$ cat src/design/encoder_speed_pid_controller_defines.svh
// ----------------------------------------------------------------------------
// Encoder speed PID controller: assertion macros
// Shared property shorthands for the controller's checks.
// ----------------------------------------------------------------------------
`ifndef ENCODER_SPEED_PID_CONTROLLER_DEFINES_SVH
`define ENCODER_SPEED_PID_CONTROLLER_DEFINES_SVH

// Same-cycle implication, disabled while reset is held
`define ESPC_ASSERT_NOW(label, clk, rst_n, ante, cons, msg) \
    label: assert property (@(posedge clk) disable iff (!rst_n) (ante) |-> (cons)) \
        else $error(msg);

// Next-cycle implication, disabled while reset is held
`define ESPC_ASSERT_NEXT(label, clk, rst_n, ante, cons, msg) \
    label: assert property (@(posedge clk) disable iff (!rst_n) (ante) |=> (cons)) \
        else $error(msg);

`endif

$ cat src/design/espc_pkg.sv
// ----------------------------------------------------------------------------
// espc_pkg
// Widths, register indexes, sequencer states and limits of the encoder
// speed PID controller.
// ----------------------------------------------------------------------------
`default_nettype none

package espc_pkg;

    // field and datapath widths
    localparam int CNT_W      = 16;  // encoder count
    localparam int GAIN_W     = 16;  // Q8.8 gains, also the serial multiplier width
    localparam int TGT_W      = 26;  // target speed
    localparam int SPEED_W    = 25;  // measured speed
    localparam int ERR_W      = 27;  // speed error
    localparam int DIFF_W     = 28;  // error difference
    localparam int SUM_W      = 40;  // integrator
    localparam int ACC_W      = 58;  // drive accumulator
    localparam int FRAC_W     = 16;  // fraction bits dropped from the drive
    localparam int DRV_W      = 16;  // drive value and clamp limits
    localparam int BIT_W      = 4;   // serial bit counter, log2(GAIN_W)
    localparam int CFG_IDX_W  = 3;
    localparam int CFG_DATA_W = 26;

    // integrator saturation limits
    localparam logic signed [SUM_W-1:0] SUM_MAX = {1'b0, {(SUM_W-1){1'b1}}};
    localparam logic signed [SUM_W-1:0] SUM_MIN = {1'b1, {(SUM_W-1){1'b0}}};

    // register indexes
    localparam logic [CFG_IDX_W-1:0] CFG_TARGET    = 3'd0;
    localparam logic [CFG_IDX_W-1:0] CFG_GAIN_P    = 3'd1;
    localparam logic [CFG_IDX_W-1:0] CFG_GAIN_I    = 3'd2;
    localparam logic [CFG_IDX_W-1:0] CFG_GAIN_D    = 3'd3;
    localparam logic [CFG_IDX_W-1:0] CFG_DRIVE_MAX = 3'd4;
    localparam logic [CFG_IDX_W-1:0] CFG_DRIVE_MIN = 3'd5;

    // reset values of the clamp limits
    localparam logic signed [DRV_W-1:0] DRIVE_MAX_RST = {1'b0, {(DRV_W-1){1'b1}}};
    localparam logic signed [DRV_W-1:0] DRIVE_MIN_RST = {1'b1, {(DRV_W-1){1'b0}}};

    // sequencer states
    typedef enum logic [2:0] {
        ST_IDLE,   // waiting for a word
        ST_SPEED,  // serial count * scale
        ST_ERR,    // error, integrator, difference
        ST_MUL,    // serial gain products into the accumulator
        ST_ROUND,  // bias toward zero before the shift
        ST_OUT     // clamp and hand to the output register
    } t_state;

    // which gain term the serial multiplier works on
    typedef enum logic [1:0] {
        PH_P,
        PH_I,
        PH_D
    } t_phase;

endpackage

`default_nettype wire

$ cat src/design/encoder_speed_pid_controller.sv
// ----------------------------------------------------------------------------
// encoder_speed_pid_controller
// Positional PID speed loop on a sampled encoder count, bit-serial datapath.
// ----------------------------------------------------------------------------
// Usage:
//   Input channel (i_in_valid / o_in_stall) takes one encoder count word per
//   control tick. Output channel (o_out_valid / i_out_stall) returns one word
//   per input: clamped drive, measured speed and a clamp flag.
//   Configuration: write target, gains and drive limits through i_cfg_we /
//   i_cfg_idx / i_cfg_data while no word is in flight; unknown indexes are
//   dropped.
//   Datapath: one shared 58-bit adder walks the 16 scale bits (speed) and
//   then 3 x 16 gain bits (PID terms), one bit per cycle, plus error,
//   rounding and clamp cycles.
//   A new word is taken only once the last one has reached the output
//   register; o_in_stall is high while a word is being worked on.
//   Reset clears the integrator and last error, loads register defaults
//   (gains 0, target 0, limits full range) and empties the output register.
//   A stalled output word holds; the next word may be accepted meanwhile and
//   waits in the final stage until the output register frees up.
// ----------------------------------------------------------------------------
`default_nettype none

module encoder_speed_pid_controller #(
    parameter int unsigned FOLD_LIMIT     = 500,
    parameter int unsigned SPEED_SCALE_Q8 = 340
) (
    input  wire logic                                  i_clk,
    input  wire logic                                  i_rst_n,
    // configuration
    input  wire logic                                  i_cfg_we,
    input  wire logic [espc_pkg::CFG_IDX_W-1:0]        i_cfg_idx,
    input  wire logic [espc_pkg::CFG_DATA_W-1:0]       i_cfg_data,
    // input channel
    input  wire logic                                  i_in_valid,
    output logic                                       o_in_stall,
    input  wire logic [espc_pkg::CNT_W-1:0]            i_encoder_count,
    // output channel
    output logic                                       o_out_valid,
    input  wire logic                                  i_out_stall,
    output logic signed [espc_pkg::DRV_W-1:0]          o_drive_value,
    output logic [espc_pkg::SPEED_W-1:0]               o_measured_speed,
    output logic                                       o_clamped
);

    `include "encoder_speed_pid_controller_defines.svh"

    localparam int CntW   = espc_pkg::CNT_W;
    localparam int GainW  = espc_pkg::GAIN_W;
    localparam int TgtW   = espc_pkg::TGT_W;
    localparam int SpeedW = espc_pkg::SPEED_W;
    localparam int ErrW   = espc_pkg::ERR_W;
    localparam int DiffW  = espc_pkg::DIFF_W;
    localparam int SumW   = espc_pkg::SUM_W;
    localparam int AccW   = espc_pkg::ACC_W;
    localparam int FracW  = espc_pkg::FRAC_W;
    localparam int DrvW   = espc_pkg::DRV_W;
    localparam int BitW   = espc_pkg::BIT_W;
    localparam int QW     = AccW - FracW;

    localparam logic [CntW-1:0]  FoldLim   = FOLD_LIMIT[CntW-1:0];
    localparam logic [GainW-1:0] SpeedScl  = SPEED_SCALE_Q8[GainW-1:0];
    localparam logic [AccW-1:0]  RoundBias = {{(AccW-FracW){1'b0}}, {FracW{1'b1}}};

    // configuration registers
    logic signed [TgtW-1:0]  r_target;
    logic [GainW-1:0]        r_gain_p;
    logic [GainW-1:0]        r_gain_i;
    logic [GainW-1:0]        r_gain_d;
    logic signed [DrvW-1:0]  r_drive_max;
    logic signed [DrvW-1:0]  r_drive_min;

    // control and loop state
    espc_pkg::t_state        r_state, n_state;
    espc_pkg::t_phase        r_phase, n_phase;
    logic [BitW-1:0]         r_bit, n_bit;
    logic signed [SumW-1:0]  r_sum;
    logic signed [ErrW-1:0]  r_prev;
    logic                    r_out_valid;

    // serial datapath
    logic signed [AccW-1:0]  r_acc, n_acc;
    logic signed [AccW-1:0]  r_mcand, n_mcand;
    logic [GainW-1:0]        r_mplier, n_mplier;
    logic [SpeedW-1:0]       r_speed;
    logic signed [DiffW-1:0] r_diff;

    // output register
    logic signed [DrvW-1:0]  r_drive_out;
    logic [SpeedW-1:0]       r_speed_out;
    logic                    r_clamped_out;

    logic                    w_in_accept;
    logic                    w_out_load;
    logic                    w_bit_last;
    logic [CntW-1:0]         w_fold;
    logic [AccW-1:0]         w_addend;
    logic signed [AccW-1:0]  w_add;
    logic [SpeedW-1:0]       w_speed;
    logic signed [ErrW-1:0]  w_err;
    logic signed [SumW:0]    w_sum_raw;
    logic signed [SumW-1:0]  w_sum_sat;
    logic signed [DiffW-1:0] w_diff;
    logic signed [QW-1:0]    w_q;
    logic signed [QW-1:0]    w_max_ext;
    logic signed [QW-1:0]    w_min_ext;
    logic signed [DrvW-1:0]  w_drive;
    logic                    w_clamp;

    // handshake
    assign w_in_accept = i_in_valid && (r_state == espc_pkg::ST_IDLE);
    assign w_out_load  = (r_state == espc_pkg::ST_OUT) && (!r_out_valid || !i_out_stall);
    assign w_bit_last  = (r_bit == {BitW{1'b1}});

    assign o_in_stall       = (r_state != espc_pkg::ST_IDLE);
    assign o_out_valid      = r_out_valid;
    assign o_drive_value    = r_drive_out;
    assign o_measured_speed = r_speed_out;
    assign o_clamped        = r_clamped_out;

    // reverse motion folds to a positive magnitude
    assign w_fold = (i_encoder_count > FoldLim) ? ~i_encoder_count : i_encoder_count;

    // shared adder: one serial partial product, or the round-toward-zero bias
    always_comb begin
        if (r_state == espc_pkg::ST_ROUND) begin
            w_addend = r_acc[AccW-1] ? RoundBias : '0;
        end else begin
            w_addend = r_mplier[0] ? r_mcand : '0;
        end
        w_add = r_acc + $signed(w_addend);
    end

    // speed saturation, error, integrator and error difference
    always_comb begin
        w_speed   = (|r_acc[AccW-1:SpeedW]) ? {SpeedW{1'b1}} : r_acc[SpeedW-1:0];
        w_err     = $signed({{(ErrW-TgtW){r_target[TgtW-1]}}, r_target})
                  - $signed({{(ErrW-SpeedW){1'b0}}, w_speed});
        w_sum_raw = $signed({r_sum[SumW-1], r_sum})
                  + $signed({{(SumW+1-ErrW){w_err[ErrW-1]}}, w_err});
        if (w_sum_raw[SumW] != w_sum_raw[SumW-1]) begin
            w_sum_sat = w_sum_raw[SumW] ? espc_pkg::SUM_MIN : espc_pkg::SUM_MAX;
        end else begin
            w_sum_sat = w_sum_raw[SumW-1:0];
        end
        w_diff    = $signed({w_err[ErrW-1], w_err}) - $signed({r_prev[ErrW-1], r_prev});
    end

    // drop fraction bits and clamp; drive_max is tested first
    always_comb begin
        w_q       = r_acc[AccW-1:FracW];
        w_max_ext = QW'(r_drive_max);
        w_min_ext = QW'(r_drive_min);
        priority if (w_q >= w_max_ext) begin
            w_drive = r_drive_max;
            w_clamp = 1'b1;
        end else if (w_q <= w_min_ext) begin
            w_drive = r_drive_min;
            w_clamp = 1'b1;
        end else begin
            w_drive = w_q[DrvW-1:0];
            w_clamp = 1'b0;
        end
    end

    // next state
    always_comb begin
        n_state = r_state;
        unique case (r_state)
            espc_pkg::ST_IDLE:  if (w_in_accept) n_state = espc_pkg::ST_SPEED;
            espc_pkg::ST_SPEED: if (w_bit_last) n_state = espc_pkg::ST_ERR;
            espc_pkg::ST_ERR:   n_state = espc_pkg::ST_MUL;
            espc_pkg::ST_MUL: begin
                if (w_bit_last && (r_phase == espc_pkg::PH_D)) begin
                    n_state = espc_pkg::ST_ROUND;
                end
            end
            espc_pkg::ST_ROUND: n_state = espc_pkg::ST_OUT;
            espc_pkg::ST_OUT:   if (w_out_load) n_state = espc_pkg::ST_IDLE;
            default:            n_state = espc_pkg::ST_IDLE;
        endcase
    end

    // datapath controls per state
    always_comb begin
        n_acc    = r_acc;
        n_mcand  = r_mcand;
        n_mplier = r_mplier;
        n_bit    = r_bit;
        n_phase  = r_phase;
        unique case (r_state)
            espc_pkg::ST_IDLE: begin
                // count * scale walks the scale bits
                n_acc    = '0;
                n_mcand  = AccW'(w_fold);
                n_mplier = SpeedScl;
                n_bit    = '0;
            end
            espc_pkg::ST_SPEED, espc_pkg::ST_MUL: begin
                n_acc    = w_add;
                n_mcand  = {r_mcand[AccW-2:0], 1'b0};
                n_mplier = {1'b0, r_mplier[GainW-1:1]};
                n_bit    = r_bit + 1'b1;
                if (w_bit_last && (r_state == espc_pkg::ST_MUL)) begin
                    unique case (r_phase)
                        espc_pkg::PH_P: begin
                            n_mcand  = AccW'(r_sum);
                            n_mplier = r_gain_i;
                            n_phase  = espc_pkg::PH_I;
                        end
                        espc_pkg::PH_I: begin
                            n_mcand  = AccW'(r_diff);
                            n_mplier = r_gain_d;
                            n_phase  = espc_pkg::PH_D;
                        end
                        espc_pkg::PH_D: n_phase = espc_pkg::PH_P;
                        default:        n_phase = espc_pkg::PH_P;
                    endcase
                end
            end
            espc_pkg::ST_ERR: begin
                // proportional term first
                n_acc    = '0;
                n_mcand  = AccW'(w_err);
                n_mplier = r_gain_p;
                n_bit    = '0;
                n_phase  = espc_pkg::PH_P;
            end
            espc_pkg::ST_ROUND: n_acc = w_add;
            espc_pkg::ST_OUT:   n_acc = r_acc;
            default:            n_acc = r_acc;
        endcase
    end

    // control registers
    always_ff @(posedge i_clk) begin
        if (!i_rst_n) begin
            r_state     <= espc_pkg::ST_IDLE;
            r_phase     <= espc_pkg::PH_P;
            r_bit       <= '0;
            r_sum       <= '0;
            r_prev      <= '0;
            r_out_valid <= 1'b0;
            r_target    <= '0;
            r_gain_p    <= '0;
            r_gain_i    <= '0;
            r_gain_d    <= '0;
            r_drive_max <= espc_pkg::DRIVE_MAX_RST;
            r_drive_min <= espc_pkg::DRIVE_MIN_RST;
        end else begin
            r_state <= n_state;
            r_phase <= n_phase;
            r_bit   <= n_bit;
            if (r_state == espc_pkg::ST_ERR) begin
                r_sum  <= w_sum_sat;
                r_prev <= w_err;
            end
            if (w_out_load) begin
                r_out_valid <= 1'b1;
            end else if (!i_out_stall) begin
                r_out_valid <= 1'b0;
            end
            // configuration writes
            if (i_cfg_we) begin
                unique case (i_cfg_idx)
                    espc_pkg::CFG_TARGET:    r_target    <= i_cfg_data[TgtW-1:0];
                    espc_pkg::CFG_GAIN_P:    r_gain_p    <= i_cfg_data[GainW-1:0];
                    espc_pkg::CFG_GAIN_I:    r_gain_i    <= i_cfg_data[GainW-1:0];
                    espc_pkg::CFG_GAIN_D:    r_gain_d    <= i_cfg_data[GainW-1:0];
                    espc_pkg::CFG_DRIVE_MAX: r_drive_max <= i_cfg_data[DrvW-1:0];
                    espc_pkg::CFG_DRIVE_MIN: r_drive_min <= i_cfg_data[DrvW-1:0];
                    default:                 r_target    <= r_target;
                endcase
            end
        end
    end

    // payload registers
    always_ff @(posedge i_clk) begin
        r_acc    <= n_acc;
        r_mcand  <= n_mcand;
        r_mplier <= n_mplier;
        if (r_state == espc_pkg::ST_ERR) begin
            r_speed <= w_speed;
            r_diff  <= w_diff;
        end
        if (w_out_load) begin
            r_drive_out   <= w_drive;
            r_speed_out   <= r_speed;
            r_clamped_out <= w_clamp;
        end
    end

    // checks
    `ESPC_ASSERT_NEXT(a_accept_starts_speed, i_clk, i_rst_n, w_in_accept,
        (r_state == espc_pkg::ST_SPEED) && (r_bit == '0), "accepted word did not start speed")
    `ESPC_ASSERT_NEXT(a_mul_ends_in_round, i_clk, i_rst_n,
        (r_state == espc_pkg::ST_MUL) && (r_phase == espc_pkg::PH_D) && w_bit_last,
        r_state == espc_pkg::ST_ROUND, "last gain bit did not lead to rounding")
    `ESPC_ASSERT_NOW(a_valid_from_out, i_clk, i_rst_n, $rose(o_out_valid),
        $past(r_state) == espc_pkg::ST_OUT, "output word appeared outside the final stage")
    `ESPC_ASSERT_NOW(a_clamp_at_limit, i_clk, i_rst_n, o_out_valid && o_clamped,
        (o_drive_value == r_drive_max) || (o_drive_value == r_drive_min),
        "clamp flag set on a drive away from both limits")

endmodule

`default_nettype wire

$ cat config.mk
export PLATFORM = sky130hd
export DESIGN_NAME = encoder_speed_pid_controller
export DESIGN_NICKNAME = d
export VERILOG_FILES = /design/src/design/espc_pkg.sv /design/src/design/encoder_speed_pid_controller.sv
export VERILOG_INCLUDE_DIRS = /design/src /design/src/design
export SDC_FILE = /design/constraint.sdc
export NUM_CORES = 1
export LEC_CHECK = 0
export BUFFER_PORTS_ARGS = -buffer_cell sky130_fd_sc_hd__buf_2
export CAP_MARGIN = 20
export CORE_MARGIN = 1
export CORE_UTILIZATION = 55
export DETAILED_ROUTE_END_ITERATION = 10
export HOLD_SLACK_MARGIN = 0.1
export PLACE_DENSITY = 0.72
export SYNTH_ARGS = -nofsm -noshare
export SYNTH_HDL_FRONTEND = slang
export SYNTH_SLANG_ARGS = --single-unit
$ cat constraint.sdc
create_clock -name i_clk -period 9.85 [get_ports i_clk]
set_clock_uncertainty 0.05 [all_clocks]
set_input_delay 0.4925 -clock i_clk [delete_from_list [all_inputs] [get_ports i_clk]]
set_output_delay 0.4925 -clock i_clk [all_outputs]
set_load 0.005 [all_outputs]
* After elaboration in Yosys (flattened, before gate mapping)
Cells that the tools add are included.
** Storage, ports and cells
- Bits in registers :: 410
- Bits of input ports :: 50
- Logic and storage cells :: 104
** Cells by class
- Add/sub/neg operators :: 5
- $lt $le $gt $ge :: 3
- Eq/ne operators :: 20
- Mux-type cells :: 28
- Bitwise operators :: 1
- Reductions and logical operators :: 27
** Operators by type and width (count)
- one-hot mux 58 bit (2 select lines) :: 2
- two-way mux 58 bit :: 3
- one-hot mux 58 bit (3 select lines) :: 1
- two-way mux 16 bit :: 5
- two-way mux 40 bit :: 2
- adder 58 bit :: 1
- one-hot mux 16 bit (3 select lines) :: 1
- greater-or-equal comparator 42 x 16 -> 1 bit :: 1
- <= comparator 42 x 16 -> 1 bit :: 1
- adder 40 x 27 -> 41 bit :: 1
- OR reduction 33 bit :: 1
- one-hot mux 16 bit (2 select lines) :: 1
- subtractor 27 x 27 -> 28 bit :: 1
- subtractor 26 x 26 -> 27 bit :: 1
- two-way mux 25 bit :: 1
- one-hot mux 3 bit (6 select lines) :: 1
- > comparator 16 x 9 -> 1 bit, second input constant :: 1
- inverter 16 bit :: 1
- AND reduction 2 bit :: 7
- == test 3 x 2 -> 1 bit, second input constant :: 4
- == test 3 bit, second input constant :: 4
- two-way mux 3 bit :: 4
- != test 2 bit, second input constant :: 5
- one-hot mux 2 bit (2 select lines) :: 2
- 20 further kinds :: 32

* Logic depth before layout (Yosys ltp)
- Word-level depth :: 6
- Depth in mapped cells :: 32

* Least setup slack after synthesis
OpenSTA, ideal clock, no wires.
- Path kind :: register -> register
- Start :: reg r_acc[26]
- End :: reg r_sum[28]
- Library setup time :: 0.218 ns
- Data arrival time :: 7.058 ns
- Data required time :: 9.582 ns
- Setup slack :: 2.524 ns
- Stages on the path, launching flop included :: 33
- Buffers on the path :: 4
- Clock period less this slack :: 7.326 ns
- Cell sequence :: edfxtp_1 -> nor4_4 -> nand4_4 -> nor3_2 -> clkbuf_8 -> clkbuf_1 -> clkbuf_1 -> nand2b_1 -> ha_1 -> nor3_1 -> nand4_1 -> o31ai_1 -> o311ai_2 -> o221ai_2 -> a22oi_2 -> o31ai_4 -> a211oi_4 -> o311ai_4 -> mux2i_1 -> nor2_1 -> ha_1 -> a21oi_1 -> o21ai_0 -> a21oi_1 -> o21ai_0 -> a21oi_1 -> nor3_1 -> o22ai_1 -> mux2_2 -> a21oi_1 -> clkbuf_1 -> maj3_1 -> a21oi_1
** Between the ends
- Cells in the longest elaborated chain, start to end :: 6
- Elaborated cells on any way between the ends :: 7
** RTL lines
- from (decl) :: RTL line encoder_speed_pid_controller.sv:82 : logic signed [AccW-1:0] r_acc, n_acc;
- from (signal assigned) :: RTL line encoder_speed_pid_controller.sv:280 : r_acc <= n_acc;
- OR reduction 33 bit * :: RTL line encoder_speed_pid_controller.sv:136 : w_speed = (|r_acc[AccW-1:SpeedW]) ? {SpeedW{1'b1}} : r_acc[SpeedW-1:0];
- two-way mux 25 bit * :: RTL line encoder_speed_pid_controller.sv:136
- named net w_speed[0] :: RTL line encoder_speed_pid_controller.sv:99 : logic [SpeedW-1:0] w_speed;
- subtractor 26 x 26 -> 27 bit * :: RTL line encoder_speed_pid_controller.sv:138 : - $signed({{(ErrW-SpeedW){1'b0}}, w_speed});
- named net w_err[25] :: RTL line encoder_speed_pid_controller.sv:100 : logic signed [ErrW-1:0] w_err;
- adder 40 x 27 -> 41 bit * :: RTL line encoder_speed_pid_controller.sv:140 : + $signed({{(SumW+1-ErrW){w_err[ErrW-1]}}, w_err});
- two-way mux 40 bit or != test 1 bit (tied branches) :: RTL line encoder_speed_pid_controller.sv:142, encoder_speed_pid_controller.sv:141
- two-way mux 40 bit * :: RTL line encoder_speed_pid_controller.sv:141 : if (w_sum_raw[SumW] != w_sum_raw[SumW-1]) begin
- to (signal assigned) :: RTL line encoder_speed_pid_controller.sv:255 : r_sum <= w_sum_sat;
- to (decl) :: RTL line encoder_speed_pid_controller.sv:77 : logic signed [SumW-1:0] r_sum;
Mark *: on every way through the listed nets, which the timed path passes. The rest lies on a longest branch.
A chain may end at the register's enable or synchronous reset.

* Final worst setup path
- Start :: reg r_acc[25]
- End :: reg r_sum[14]
Same word-level chain as after synthesis.

==> summary.txt <==
Cells and area
  • Final nets: 3423
  • Share of cells above drive strength 1: 7.89%
  • Antenna cells: 0
  • Final Cell Area: 0.0301 mm²
  • Area delta synth->final: 8.88%

Route
  • Met2 WL: 39000 µm
  • DRC violations left: 1
  • DR pass1 iterations: 11
  • Antenna Nets Post-Route: 0
  • Via count: 24100
  • Top Metal Used: met4
  • 1st-iter DRT viols: 2161
  • Met3 WL: 5360 µm
  • WL/cell: 22.1 µm
  • DRT Wirelength: 84900 µm
  • M1 WL: 37400 µm
  • Vias per cell: 6.26

Floorplanning
  • Row cnt: 81
  • IO Pins: 94
  • Die width: 226 µm
  • Starting density of the core: 56.2%
  • CORE AREA: 0.0493 mm²
  • Full die area: 0.0512 mm²
  • Die H: 226 µm

GRT
  • Overflow after GRT: 0
  • Largest net degree at the start of global routing: 141
  • First-pass GRT wire length: 129000 µm
  • Number of global-route vias before repair: 22500
  • Total track usage: 32.8%
  • Initial antenna violation count: 0

Clocking
  • Clock buffer depth: 3
  • # H-tree levels: 2
  • Cts bufs inserted: 46
  • Clk sinks: 410
  • Root Buffer: clkbuf_16
  • Postcts setup bufs: 0
  • Clock transition at the registers of the reported paths: 0.06 ns
  • Worst-Skew Late Latency: 0.60 ns
  • CTS tree: built

Pwr
  • Worst VDD drop: 0.000136 V
  • Power density cells: 150 mW/mm²
  • Leakage power: 12.5 nW
  • Pwr Total: 4.53 mW

STA
  • Fmax: 0.125 GHz
  • Fin. max-slew vios: 0
  • Relative slew slack: 25.4%
  • Total Negative Setup Slacks: 0 ns
  • Post-layout min period: 8.03 ns
  • Final Hold Fails: 0
  • Worst Tran Pin Value: 1.12 ns
  • Final Setup Violations: 0
  • Tcrit/Tclk final: 81.5%
  • RSZ-0062 raised after global routing: no
  • Min Hold Slack: 0.124 ns

Synth
  • Main area contributors after synthesis: edfxtp_1, dfxtp_1, ha_1
  • Syn. warnings: 0
  • Async set-reset flop share out of synthesis: 0%
  • Synthesized net count: 3423
  • Synth cell count leaders: a21oi_1, nand2_1, nor2_1, edfxtp_1, ha_1
  • Post-Synthesis Cell Area: 0.0277 mm²
  • Synth Instances: 3145
  • Post-synthesis cell type count: 100
  • Syn Area/Cell: 8.80 µm²
  • Number of flops mapped to enable cells by yosys: 227
  • Cell with the most instances after synthesis: a21oi_1
  • Yosys reg bits: 410
  • Ys flop type: edfxtp_1
  • Yosys top cell area share: 24.6%
  • Area leader, netlist: edfxtp_1
  • Post-synthesis sequential area ratio: 37.9%

Setup path
  • FF-to-FF End: r_sum[14]
  • Crit path buffers/inverters: 3
  • Slowest CP cell: a21oi_4
  • R2R depth: 25
  • Crit path required time: 10.28 ns
  • Flop-to-flop setup slack: 1.82 ns
  • Nature of the critical path endpoint: flop
  • Max incr delay on CP: 0.63 ns
  • R2r startpoint: r_acc[25]
  • Critical path class: reg -> reg
  • Nature of the critical path startpoint: flop
  • Highest fanout seen on the critical path: 33
  • Crit-path leading delay family: compound AO/OA/AOI/OAI gates
  • Crit path DAT: 8.46 ns

Outcome
  • Status: complete, but fails checks
  • Failing checks: design-rule violations

Worst hold path
  • HP Class: in -> reg
  • Worst hold stages: 3
  • Hold Path Sink: r_target[20]
  • Hold_sp: i_cfg_data[20]

Run
  • Max-cap viol count: 0

Place
  • Post-placement cell area: 0.0286 mm²
  • Port bufs: 93
  • RePlAce Congestion: 0.977
  • Detailed placer's ending HPWL: 61100 µm
[repair_timing]
item | in CTS | in global routing
endpoints found under the hold margin | 4 | 0
hold buffers | 4 | 0
gates resized for setup | 0 | 0
[power breakdown]
part	leakage (nW)	switching, mW	internal [mW]
registers	3.94	0.0224	1.84
logic	7.86	0.557	0.362
clock network	0.734	0.731	1.02
[cells by family after synthesis]
logic type               synth area share (%)
XOR/XNOR                                 4.65
buffers and inverters                    4.50
AND/OR/NAND/NOR                          15.8
flip-flops                               37.9
AO/OA/AOI/OAI                            22.7
adder cells (fa/ha/maj)                  12.1
multiplexers                             2.36
[metal layers]
layer | vias to the layer above | track usage, %
li1 | 11400 | -
met1 | 11600 | 44.8
met2 | 909 | 53.2
met3 | 142 | 4.06
met4 | 0 | 12.1
met5 | - | 0
[state kept, by name, indices dropped and copies added, names as in the netlist, 25 cells and up]
register / cells
r_sum: 40
r_acc: 58
r_target: 26
r_speed: 25
r_prev: 27
r_diff: 28
o_measured_speed: 25
r_mcand: 58
[cell type report]
cell class                      count  area [µm²]
Fill cell                        4237       19100
Clock inverter                     16         156
Multi-Input combinational cell   2421       16000
Inverter                          140         536
Clock buffer                       68        1340
Timing Repair Buffer              126         759
Sequential cell                   410       10500
Tap cell                          664         831
[stage by stage]
stage / instances / util (%) / setup slack (ns)
finish: 3845 / 61.2 / 1.82
global route: 3845 / 61.2 / 1.37
detailed placement: 3755 / 58.0 / 1.84
global placement: 3753 / 57.9 / 1.96
CTS: 3843 / 61.1 / 1.82
floorplan: 3145 / - / 2.52
[how the worst max path moves through the flow]
stage	depth (start not counted)	startpoint	slack (ns)	endpoint
final	25	r_acc[25]	1.82	r_sum[14]
after floorplan	32	r_acc[26]	2.52	r_sum[28]
after CTS	25	r_acc[25]	1.82	r_sum[8]
after detailed placement	25	r_acc[25]	1.84	r_sum[8]
after global routing	25	r_acc[25]	1.37	r_sum[14]
after global placement	25	r_acc[25]	1.96	r_sum[8]
[worst reg2reg max path, cell delays in order (launching register included)]
cell and delay [ns]:
edfxtp_1 0.50, nor4_4 0.49, nand4_4 0.26, nor3_4 0.26
buf_4 0.42, nand2_1 0.19, xnor2_1 0.16, ha_1 0.21
a41o_1 0.23, a221o_2 0.42, o211a_1 0.27, a31oi_1 0.39
o21ai_0 0.17, xnor2_1 0.37, inv_1 0.12, ha_1 0.39
and4_1 0.28, a221o_1 0.36, a21o_1 0.19, a41oi_1 0.16
o21bai_1 0.14, a221o_1 0.47, a21oi_4 0.64, buf_4 0.38
o21ai_0 0.13, o31a_1 0.24
[cells in the final DEF, fill, tap and decap left out, types with 43 or more instances in the layout]
cell type  netlist  routed
nand2_1        389     388
a21oi_1        390     387
nor2_1         229     228
edfxtp_1       227     227
ha_1           225     225
o21ai_0        194     192
dfxtp_1        183     182
inv_1          138     136
a21o_1         129     129
buf_2            9      93
xnor2_1         88      87
mux2i_1         62      62
xor2_1          59      59
and2_1          55      55
clkbuf_16        0      48
maj3_1          46      46
nand4_1         43      43
(Power assumes the default switching activity.)
